==> src/rtl/cfd_pkg.sv <==
// Shared types, constants and the byte-wide CRC-32 update for the frame deframer.
// No dependencies; every other file refers to it by scoped names.
package cfd_pkg;

    localparam int CFG_IDX_W = 2;
    localparam int CFG_DATA_W = 24;

    localparam logic [CFG_IDX_W-1:0] CFG_SYNC_VALUE = 2'd0;
    localparam logic [CFG_IDX_W-1:0] CFG_TIMEOUT_TICKS = 2'd1;

    localparam logic [7:0] SYNC_RESET = 8'hA5;
    localparam logic [23:0] TIMEOUT_RESET = 24'd500000;
    localparam logic [23:0] TICK_MAX = 24'hFFFFFF;

    localparam logic [31:0] CRC_POLY = 32'hEDB88320;
    localparam logic [31:0] CRC_INIT = 32'hFFFFFFFF;

    typedef enum logic [5:0] {
        PH_HUNT = 6'b000001,
        PH_CMD  = 6'b000010,
        PH_LEN0 = 6'b000100,
        PH_LEN1 = 6'b001000,
        PH_DATA = 6'b010000,
        PH_CRC  = 6'b100000
    } t_phase;

    typedef enum logic [1:0] {
        KIND_DATA    = 2'd0,
        KIND_GOOD    = 2'd1,
        KIND_BAD_CRC = 2'd2,
        KIND_BAD_LEN = 2'd3
    } t_kind;

    typedef struct packed {
        t_kind       kind;
        logic [7:0]  payload_byte;
        logic [9:0]  payload_index;
        logic [7:0]  command_code;
        logic [15:0] frame_length;
    } t_result;

    // Reflected CRC-32, one byte per call.
    function automatic logic [31:0] crc_byte(input logic [31:0] crc, input logic [7:0] b);
        logic [31:0] c;
        c = crc ^ {24'd0, b};
        for (int k = 0; k < 8; k++) begin
            c = c[0] ? ((c >> 1) ^ CRC_POLY) : (c >> 1);
        end
        return c;
    endfunction

endpackage

==> src/rtl/cfd_if.sv <==
// Valid/ready channel interfaces for the frame deframer: input items, results, config writes.
// Depends on cfd_pkg for the config port widths.
interface cfd_in_if;
    logic       valid;
    logic       ready;
    logic       mode;
    logic [7:0] rx_byte;
    modport source(output valid, output mode, output rx_byte, input ready);
    modport sink(input valid, input mode, input rx_byte, output ready);
endinterface

interface cfd_out_if;
    logic        valid;
    logic        ready;
    logic [1:0]  kind;
    logic [7:0]  payload_byte;
    logic [9:0]  payload_index;
    logic [7:0]  command_code;
    logic [15:0] frame_length;
    modport source(output valid, output kind, output payload_byte, output payload_index,
                   output command_code, output frame_length, input ready);
    modport sink(input valid, input kind, input payload_byte, input payload_index,
                 input command_code, input frame_length, output ready);
endinterface

interface cfd_cfg_if;
    logic                          valid;
    logic                          ready;
    logic [cfd_pkg::CFG_IDX_W-1:0]  index;
    logic [cfd_pkg::CFG_DATA_W-1:0] data;
    modport source(output valid, output index, output data, input ready);
    modport sink(input valid, input index, input data, output ready);
endinterface

==> src/rtl/cfd_parser.sv <==
// Frame parser: sync hunt, header, payload and CRC check state machine plus tick timeout.
// Depends on cfd_pkg (phase codes, result type, CRC update).
module cfd_parser #(
    parameter int MAX_PAYLOAD = 1024
) (
    input  logic               i_clk,
    input  logic               i_rst_n,
    input  logic               i_valid,
    input  logic               i_mode,
    input  logic [7:0]         i_rx_byte,
    input  logic [7:0]         i_sync_value,
    input  logic [23:0]        i_timeout_ticks,
    output logic               o_res_valid,
    output cfd_pkg::t_result   o_res
);

    localparam int POS_W = ((MAX_PAYLOAD + 1) > 4) ? $clog2(MAX_PAYLOAD + 1) : 2;
    localparam logic [15:0] MAX_LEN = 16'(MAX_PAYLOAD);

    cfd_pkg::t_phase r_phase, n_phase;
    logic [7:0]       r_cmd, n_cmd;
    logic [15:0]      r_len, n_len;
    logic [POS_W-1:0] r_pos, n_pos;
    logic [31:0]      r_crc, n_crc;
    logic [31:0]      r_rcv, n_rcv;
    logic [23:0]      r_idle, n_idle;

    logic [31:0]      crc_upd;
    logic [POS_W-1:0] pos_inc;
    logic [15:0]      len_full;
    logic [15:0]      pos_ext;
    logic [31:0]      rcv_shift;
    logic [23:0]      idle_inc;

    assign crc_upd   = cfd_pkg::crc_byte(r_crc, i_rx_byte);
    assign pos_inc   = r_pos + POS_W'(1);
    assign len_full  = {i_rx_byte, r_len[7:0]};
    assign pos_ext   = 16'(r_pos);
    assign rcv_shift = {i_rx_byte, r_rcv[31:8]};
    assign idle_inc  = (r_idle < cfd_pkg::TICK_MAX) ? r_idle + 24'd1 : r_idle;

    always_comb begin
        n_phase     = r_phase;
        n_cmd       = r_cmd;
        n_len       = r_len;
        n_pos       = r_pos;
        n_crc       = r_crc;
        n_rcv       = r_rcv;
        n_idle      = r_idle;
        o_res_valid = 1'b0;
        o_res.kind          = cfd_pkg::KIND_DATA;
        o_res.payload_byte  = 8'd0;
        o_res.payload_index = 10'd0;
        o_res.command_code  = r_cmd;
        o_res.frame_length  = r_len;

        if (i_valid) begin
            if (i_mode) begin
                // tick: only counts inside a frame
                if (r_phase != cfd_pkg::PH_HUNT) begin
                    n_idle = idle_inc;
                    if (idle_inc > i_timeout_ticks) begin
                        n_phase = cfd_pkg::PH_HUNT;
                        n_idle  = 24'd0;
                    end
                end
            end else begin
                n_idle = 24'd0;
                case (r_phase)
                    cfd_pkg::PH_CMD: begin
                        n_cmd   = i_rx_byte;
                        n_crc   = crc_upd;
                        n_phase = cfd_pkg::PH_LEN0;
                    end
                    cfd_pkg::PH_LEN0: begin
                        n_len   = {8'd0, i_rx_byte};
                        n_crc   = crc_upd;
                        n_phase = cfd_pkg::PH_LEN1;
                    end
                    cfd_pkg::PH_LEN1: begin
                        n_len = len_full;
                        n_crc = crc_upd;
                        n_pos = '0;
                        if (len_full > MAX_LEN) begin
                            n_phase            = cfd_pkg::PH_HUNT;
                            o_res_valid        = 1'b1;
                            o_res.kind         = cfd_pkg::KIND_BAD_LEN;
                            o_res.frame_length = len_full;
                        end else if (len_full != 16'd0) begin
                            n_phase = cfd_pkg::PH_DATA;
                        end else begin
                            n_phase = cfd_pkg::PH_CRC;
                        end
                    end
                    cfd_pkg::PH_DATA: begin
                        n_crc = crc_upd;
                        n_pos = pos_inc;
                        if (16'(pos_inc) >= r_len) begin
                            n_pos   = '0;
                            n_phase = cfd_pkg::PH_CRC;
                        end
                        o_res_valid         = 1'b1;
                        o_res.kind          = cfd_pkg::KIND_DATA;
                        o_res.payload_byte  = i_rx_byte;
                        o_res.payload_index = pos_ext[9:0];
                    end
                    cfd_pkg::PH_CRC: begin
                        // CRC arrives LSB first; four shifts fill the whole word
                        n_rcv = rcv_shift;
                        n_pos = pos_inc;
                        if (r_pos[1:0] == 2'd3) begin
                            n_pos       = '0;
                            n_phase     = cfd_pkg::PH_HUNT;
                            o_res_valid = 1'b1;
                            o_res.kind  = ((~r_crc) == rcv_shift) ? cfd_pkg::KIND_GOOD
                                                                  : cfd_pkg::KIND_BAD_CRC;
                        end
                    end
                    default: begin
                        // hunting, and any stray phase code
                        n_phase = cfd_pkg::PH_HUNT;
                        if (i_rx_byte == i_sync_value) begin
                            n_crc   = cfd_pkg::CRC_INIT;
                            n_phase = cfd_pkg::PH_CMD;
                        end
                    end
                endcase
            end
        end
    end

    always_ff @(posedge i_clk) begin
        if (!i_rst_n) begin
            r_phase <= cfd_pkg::PH_HUNT;
            r_pos   <= '0;
            r_idle  <= 24'd0;
            r_crc   <= cfd_pkg::CRC_INIT;
        end else begin
            r_phase <= n_phase;
            r_pos   <= n_pos;
            r_idle  <= n_idle;
            r_crc   <= n_crc;
        end
    end

    always_ff @(posedge i_clk) begin
        r_cmd <= n_cmd;
        r_len <= n_len;
        r_rcv <= n_rcv;
    end

endmodule

==> src/rtl/cfd_out_buf.sv <==
// Two-entry result queue that decouples the parser from output backpressure.
// Depends on cfd_pkg for the result type.
module cfd_out_buf (
    input  logic             i_clk,
    input  logic             i_rst_n,
    input  logic             i_push,
    input  cfd_pkg::t_result i_res,
    output logic             o_space,
    output logic             o_valid,
    input  logic             i_ready,
    output cfd_pkg::t_result o_res
);

    cfd_pkg::t_result r_mem [2];
    logic       r_wr, n_wr;
    logic       r_rd, n_rd;
    logic [1:0] r_count, n_count;
    logic       pop;

    assign o_space = (r_count != 2'd2);
    assign o_valid = (r_count != 2'd0);
    assign pop     = o_valid && i_ready;
    assign o_res   = r_mem[r_rd];

    always_comb begin
        n_wr    = i_push ? ~r_wr : r_wr;
        n_rd    = pop ? ~r_rd : r_rd;
        n_count = r_count + {1'b0, i_push} - {1'b0, pop};
    end

    always_ff @(posedge i_clk) begin
        if (!i_rst_n) begin
            r_wr    <= 1'b0;
            r_rd    <= 1'b0;
            r_count <= 2'd0;
        end else begin
            r_wr    <= n_wr;
            r_rd    <= n_rd;
            r_count <= n_count;
        end
    end

    always_ff @(posedge i_clk) begin
        if (i_push) begin
            r_mem[r_wr] <= i_res;
        end
    end

endmodule

==> src/rtl/crc_checked_frame_deframer.sv <==
// Top level of the CRC-checked frame deframer: config registers, parser and result queue.
// Depends on cfd_pkg, the channel interfaces in cfd_if.sv, cfd_parser and cfd_out_buf.
//
// Usage: i_in carries one item per transfer, a received byte (mode 0) or a time tick
// (mode 1). The block hunts for the sync byte, then takes command, 16-bit length (LE),
// payload and a 32-bit CRC (LE). Each payload byte yields one result; the frame end
// yields "good" or "bad CRC", and an oversize length yields "bad length" right away.
// i_cfg writes sync_value (index 0) or timeout_ticks (index 1); it is always ready and
// should be written only while the block is idle. Other indexes are ignored.
// Each result is registered in the result queue before it is presented on o_out.
// Throughput: one input item per cycle while the result queue has space; the CRC is updated a full byte per cycle.
// The two-entry result queue keeps i_in ready while one result is waiting, so a
// stalled receiver backs up the input only once both entries are full.
// Reset (synchronous, active low) puts the parser in sync hunt, empties the queue and
// restores sync 0xA5 and timeout 500000 ticks.
module crc_checked_frame_deframer #(
    parameter int MAX_PAYLOAD = 1024
) (
    input logic i_clk,
    input logic i_rst_n,
    cfd_in_if.sink    i_in,
    cfd_cfg_if.sink   i_cfg,
    cfd_out_if.source o_out
);

    logic [7:0]  r_sync_value;
    logic [23:0] r_timeout_ticks;

    logic             in_xfer;
    logic             res_valid;
    logic             space;
    cfd_pkg::t_result res;
    cfd_pkg::t_result out_res;

    assign i_cfg.ready = 1'b1;

    always_ff @(posedge i_clk) begin
        if (!i_rst_n) begin
            r_sync_value    <= cfd_pkg::SYNC_RESET;
            r_timeout_ticks <= cfd_pkg::TIMEOUT_RESET;
        end else if (i_cfg.valid) begin
            case (i_cfg.index)
                cfd_pkg::CFG_SYNC_VALUE:    r_sync_value    <= i_cfg.data[7:0];
                cfd_pkg::CFG_TIMEOUT_TICKS: r_timeout_ticks <= i_cfg.data;
                default: ;
            endcase
        end
    end

    assign i_in.ready = space;
    assign in_xfer    = i_in.valid && space;

    cfd_parser #(
        .MAX_PAYLOAD(MAX_PAYLOAD)
    ) u_parser (
        .i_clk           (i_clk),
        .i_rst_n         (i_rst_n),
        .i_valid         (in_xfer),
        .i_mode          (i_in.mode),
        .i_rx_byte       (i_in.rx_byte),
        .i_sync_value    (r_sync_value),
        .i_timeout_ticks (r_timeout_ticks),
        .o_res_valid     (res_valid),
        .o_res           (res)
    );

    cfd_out_buf u_out_buf (
        .i_clk   (i_clk),
        .i_rst_n (i_rst_n),
        .i_push  (res_valid),
        .i_res   (res),
        .o_space (space),
        .o_valid (o_out.valid),
        .i_ready (o_out.ready),
        .o_res   (out_res)
    );

    assign o_out.kind          = out_res.kind;
    assign o_out.payload_byte  = out_res.payload_byte;
    assign o_out.payload_index = out_res.payload_index;
    assign o_out.command_code  = out_res.command_code;
    assign o_out.frame_length  = out_res.frame_length;

endmodule
==> src/flat_wrapper.sv <==
// flat-port wrapper written by rule: the top's interface ports become plain ports
module crc_checked_frame_deframer_flat 
#(
    parameter int MAX_PAYLOAD = 1024
)
  (i_clk, i_rst_n, i_in_valid, i_in_mode, i_in_rx_byte, i_in_ready, i_cfg_valid, i_cfg_index, i_cfg_data, i_cfg_ready, o_out_valid, o_out_kind, o_out_payload_byte, o_out_payload_index, o_out_command_code, o_out_frame_length, o_out_ready);
  cfd_in_if i_in_i ();
  cfd_cfg_if i_cfg_i ();
  cfd_out_if o_out_i ();
  input logic i_clk;
  input logic i_rst_n;
  input wire logic [$bits(i_in_i.valid)-1:0] i_in_valid;
  input wire logic [$bits(i_in_i.mode)-1:0] i_in_mode;
  input wire logic [$bits(i_in_i.rx_byte)-1:0] i_in_rx_byte;
  output wire logic [$bits(i_in_i.ready)-1:0] i_in_ready;
  input wire logic [$bits(i_cfg_i.valid)-1:0] i_cfg_valid;
  input wire logic [$bits(i_cfg_i.index)-1:0] i_cfg_index;
  input wire logic [$bits(i_cfg_i.data)-1:0] i_cfg_data;
  output wire logic [$bits(i_cfg_i.ready)-1:0] i_cfg_ready;
  output wire logic [$bits(o_out_i.valid)-1:0] o_out_valid;
  output wire logic [$bits(o_out_i.kind)-1:0] o_out_kind;
  output wire logic [$bits(o_out_i.payload_byte)-1:0] o_out_payload_byte;
  output wire logic [$bits(o_out_i.payload_index)-1:0] o_out_payload_index;
  output wire logic [$bits(o_out_i.command_code)-1:0] o_out_command_code;
  output wire logic [$bits(o_out_i.frame_length)-1:0] o_out_frame_length;
  input wire logic [$bits(o_out_i.ready)-1:0] o_out_ready;
  assign i_in_i.valid = i_in_valid;
  assign i_in_i.mode = i_in_mode;
  assign i_in_i.rx_byte = i_in_rx_byte;
  assign i_in_ready = i_in_i.ready;
  assign i_cfg_i.valid = i_cfg_valid;
  assign i_cfg_i.index = i_cfg_index;
  assign i_cfg_i.data = i_cfg_data;
  assign i_cfg_ready = i_cfg_i.ready;
  assign o_out_valid = o_out_i.valid;
  assign o_out_kind = o_out_i.kind;
  assign o_out_payload_byte = o_out_i.payload_byte;
  assign o_out_payload_index = o_out_i.payload_index;
  assign o_out_command_code = o_out_i.command_code;
  assign o_out_frame_length = o_out_i.frame_length;
  assign o_out_i.ready = o_out_ready;
  crc_checked_frame_deframer #(.MAX_PAYLOAD(MAX_PAYLOAD)) u_core (.i_clk(i_clk), .i_rst_n(i_rst_n), .i_in(i_in_i), .i_cfg(i_cfg_i), .o_out(o_out_i));
endmodule
==> config.mk <==
export PLATFORM = sky130hd
export DESIGN_NAME = crc_checked_frame_deframer_flat
export DESIGN_NICKNAME = d
export VERILOG_FILES = /design/src/rtl/cfd_pkg.sv /design/src/rtl/cfd_if.sv /design/src/rtl/cfd_parser.sv /design/src/rtl/cfd_out_buf.sv /design/src/rtl/crc_checked_frame_deframer.sv /design/src/flat_wrapper.sv
export SDC_FILE = /design/constraint.sdc
export NUM_CORES = 1
export LEC_CHECK = 0
export ABC_AREA = 1
export BUFFER_PORTS_ARGS = -buffer_cell sky130_fd_sc_hd__buf_4
export CAP_MARGIN = 25
export CELL_PAD_IN_SITES_DETAIL_PLACEMENT = 0
export CELL_PAD_IN_SITES_GLOBAL_PLACEMENT = 1
export CORE_ASPECT_RATIO = 1.5
export CORE_MARGIN = 5
export CORE_UTILIZATION = 48
export CTS_BUF_LIST = sky130_fd_sc_hd__clkbuf_16
export DETAILED_ROUTE_END_ITERATION = 8
export GPL_ROUTABILITY_DRIVEN = 0
export PLACE_DENSITY = 0.91
export SLEW_MARGIN = 20
export SYNTH_ARGS = -nofsm -noshare
export SYNTH_HDL_FRONTEND = slang
export SYNTH_SLANG_ARGS = --single-unit
==> constraint.sdc <==
create_clock -name i_clk -period 4.6 [get_ports i_clk]
set_input_delay 0.46 -clock i_clk [delete_from_list [all_inputs] [get_ports i_clk]]
set_output_delay 0.46 -clock i_clk [all_outputs]
set_load 0.01 [all_outputs]
==> results.md <==
* flip-flop — startpoint kind of the worst setup timing path
* 0.07 ns — Worst-path clk slew
* 9.42 µm² — Synth Area per Inst
* ha_1 > nand3_1 > inv_1 > nand2_1 > nor3_2 > inv_2 > o21ai_0 > inv_1 > ha_1 > nand2_1 > nand2_1 > nand2_1 > nand2_1 > nand2_1 > nand2_1 > nand2_1 > nand3_1 > nand2_1 > nand2_1 > inv_2 > nor2_2 > nand2_1 > nand3_1 — ordered list of cells on the worst path
* 0 — maximum capacitance violations
* 85 — number of port buffers
* 5480 µW — Tot Pwr
* 1560 µW — total net switching power
* 12800 µm² — cell area after synthesis
* 24 — CTS Buf Count
* 0 — number of warning messages in the yosys log
* 0 — remaining antenna violation count after routing
* 89 — largest net degree at the start of global routing
* 37.4% — part of the total power dissipated in the clock network
* 210 µm — Vert. Die Dim
* 0 — total congestion overflow
* in2reg — worst min-delay path category
* 535 — number of DRC markers after the initial detailed-route iteration
* 5 — 1st-pass router iterations
* 19.3% — fraction of final layout cells with drive strength greater than 1
* 73 — # rows
* 9578 — vias in the first global route
* 34.7% — normalized max-slew margin
* 31.8% — Yosys top cell area share
* 0% — async set or reset register ratio after synthesis
* 0.53 ns — clock insertion delay at the later pin of the skew report
* sky130_fd_sc_hd__dfxtp_1 — library cell contributing the largest single delay on the critical path
* 144 µm — horizontal die dimension
* 1517 — count of nets after finishing
* 0 — antenna violations before repair
* false — RSZ-0062 raised after global routing
* flip-flop — Crit. End Element
* 23 — depth of the most critical reg-to-reg path
* 26500 µm² — area of the core
* 0 — final-report setup violation count
* 0 — Slew Limit Fails
* 3 — Longest Clk Path Bufs
* sky130_fd_sc_hd__edfxtp_1 (32%), sky130_fd_sc_hd__dfxtp_1 (17%), sky130_fd_sc_hd__nand2_1 (8.0%), sky130_fd_sc_hd__xor2_1 (4.2%), sky130_fd_sc_hd__ha_1 (3.9%) — top area cells in the synthesized netlist
* 25 — highest fanout seen on the critical path
* 45.6% — sequential share of power
* 136 — number of enable-type register cells in the synthesized netlist
* 17.2 µm — routed wire length per instance
* 1363 — gate count after technology mapping
* 87 — number of I/O pins
* 22.1 mm — detailed placer's ending HPWL
* complete, no violations — result of the run
* 0.0120 ns — worst clock skew
* sky130_fd_sc_hd__clkbuf_16 — clock root buffer
* sky130_fd_sc_hd__nand2_1 (273), sky130_fd_sc_hd__edfxtp_1 (136), sky130_fd_sc_hd__nor2_1 (116), sky130_fd_sc_hd__inv_1 (115), sky130_fd_sc_hd__dfxtp_1 (110) — synth cell count leaders
* 30200 µm² — DIE AREA
* 0 — count of instances resized after the clock tree is built
* 17.0% — combinational group share of total power
* built — CTS tree
* 3 — count of cells along the worst hold path
* 0 — Remaining DRCs
* 49.4 mm — first-pass GRT wire length
* 1443 — Post-Synthesis Net Count
* 49.0% — fraction of the yosys area taken by sequential cells
* reg2reg — CP Class
* sky130_fd_sc_hd__nand2_1 — cell with the most instances after synthesis
* 3.58 ns — final critical path time including I/O delays and setup
* 77.8% — final worst path period share
* 0 — hold_buf cts
* 0.975 ns — Least-Margin Pin Slew
* 0 ns — aggregate negative setup slack
* 0.43 ns — max incr delay on CP
* 246 — clk sinks
* 3.96 ns — arrival time at the worst endpoint
* 13.5% — Area Overhead vs Synth
* 30.9 mm — WL final
* 0.260 mV — worst-case vdd ir drop
* 48.5% — Initial Util
* 52 — unique cell type count in the Yosys netlist
* 20.4% — overall global routing resource usage
* sky130_fd_sc_hd__edfxtp_1 — cell type with the largest total area after synthesis
* 1 — H-tree Lvls
* 0 — number of buffers added for setup after CTS
* 0.00576 µW — leakage power
* 376 nW/µm² — areal power density over the cells
* 0 — Final Hold Viols
* 4.98 ns — required arrival time at the worst endpoint
* 5.32 — vias per cell
* 0 — diodes inserted
* 1.04 ns — pre-CTS WS
* 1.02 ns — fin worst setup slack
* 9525 — overall via count from detail_route
* sky130_fd_sc_hd__nand2_1 — most numerous cell on the critical path
* 28.4% — switching power as a share of total power
* 246 — register bit count reported by yosys
* 279 MHz — Max Fclk
* 3920 µW — internal power summed over all cells
* sky130_fd_sc_hd__edfxtp_1 — most frequently used flop master after synthesis
## power by group through the flow
stage | clock [µW] | sequential, µW | combinational, µW
after floorplan | 0 | 2510 | 699
after global placement | 0 | 2550 | 890
after detailed placement | 0 | 2560 | 909
after CTS | 2090 | 2510 | 917
after global routing | 2170 | 2510 | 1050
final | 2050 | 2500 | 933
## per-stage QoR
stage	hold slack [ns]	util, %	instance area (µm²)	instances
2_1_floorplan	0.421	-	12800	1363
3_3_place_gp	0.423	51.8	13700	1746
3_5_place_dp	0.437	51.8	13700	1746
4_1_cts	0.140	54.9	14500	1790
5_1_grt	0.150	55.0	14600	1792
6_report	0.151	55.0	14600	1792
## layout make-up
class	count	area, µm²
Multi-Input combinational cell	932	5770
Tap cell	337	422
Sequential cell	246	6290
Inverter	136	522
Fill cell	2347	11900
Clock inverter	19	195
Clock buffer	25	626
Timing Repair Buffer	97	761
## layer usage
layer  GRT usage (%)  share of wire (%)  vias to the layer above
li1                -                  -                     4681
met2            37.2                 52                      256
met1            23.3                 38                     4494
met5               0                  0                        -
met4            10.2                5.1                        0
met3            2.38                4.4                       94
## worst max-delay path, delay by kind of cell (launching register included)
family,cells,cell delay [ns]
buffers and inverters,4,0.81
adder cells (fa/ha/maj),2,0.56
AO/OA/AOI/OAI,1,0.22
AND/OR/NAND/NOR,16,1.43
flip-flops,1,0.43
## kinds of logic after synthesis
| kind of cell | share of synthesized area [%] |
|---|---|
| DFF | 49.0 |
| muxes | 3.86 |
| AOI/OAI and AO/OA | 8.91 |
| other | 0.0292 |
| buffers and inverters | 6.28 |
| adders and majority gates | 3.90 |
| and+or+nand+nor | 18.6 |
| xor gates and xnor gates | 9.44 |
## registers in the layout, summed over array words and instances (netlist names), named ones only
register	flops
u_core.u_out_buf.r_mem	88
u_core.u_parser.r_crc	32
u_core.r_timeout_ticks	24
u_core.u_parser.r_idle	24
u_core.u_parser.r_rcv	24
u_core.u_parser.r_len	16
u_core.u_parser.r_pos	11
u_core.r_sync_value	8
u_core.u_parser.r_cmd	8
u_core.u_parser.r_phase	6
u_core.u_out_buf.r_count	2
u_core.u_out_buf.r_rd	1
u_core.u_out_buf.r_wr	1
## layout by cell type (no fill, tap or decap), types with 6 or more instances in the layout
cell,netlist,layout
sky130_fd_sc_hd__dfxtp_1,110,109
sky130_fd_sc_hd__mux2_2,44,44
sky130_fd_sc_hd__edfxtp_1,136,136
sky130_fd_sc_hd__nand4_1,18,18
sky130_fd_sc_hd__ha_1,40,40
sky130_fd_sc_hd__xnor2_1,49,49
sky130_fd_sc_hd__xor2_1,62,62
sky130_fd_sc_hd__nand2_1,273,273
sky130_fd_sc_hd__o21ai_1,6,6
sky130_fd_sc_hd__nand3_1,51,51
sky130_fd_sc_hd__inv_1,115,116
sky130_fd_sc_hd__or2_2,7,7
sky130_fd_sc_hd__xor2_2,8,8
sky130_fd_sc_hd__clkbuf_16,0,25
sky130_fd_sc_hd__inv_2,17,17
sky130_fd_sc_hd__nand2_4,10,10
sky130_fd_sc_hd__a211oi_2,7,7
sky130_fd_sc_hd__nand2_2,12,12
sky130_fd_sc_hd__nor2_2,9,9
sky130_fd_sc_hd__o22ai_1,13,13
sky130_fd_sc_hd__o21ai_0,64,64
sky130_fd_sc_hd__o211ai_1,10,10
sky130_fd_sc_hd__nor2_1,116,115
sky130_fd_sc_hd__buf_4,7,95
sky130_fd_sc_hd__nor3_1,13,13
sky130_fd_sc_hd__a21oi_1,87,87
## worst paths after layout
path,startpoint,to,slack (ns)
worst max-delay path,u_core.u_parser.r_idle[0]$_SDFFE_PN0P_,u_core.u_parser.r_phase[0]$_SDFFE_PN1P_,1.02
worst min-delay path,i_cfg_data[15],u_core.r_timeout_ticks[15]$_SDFFE_PN1P_,0.15
worst max register to register,u_core.u_parser.r_idle[0]$_SDFFE_PN0P_,u_core.u_parser.r_phase[0]$_SDFFE_PN1P_,1.02
worst min register to register,u_core.u_parser.r_cmd[1]$_DFFE_PP_,u_core.u_out_buf.r_mem[1][17]$_DFFE_PP_,0.45
(Power assumes the default switching activity.)
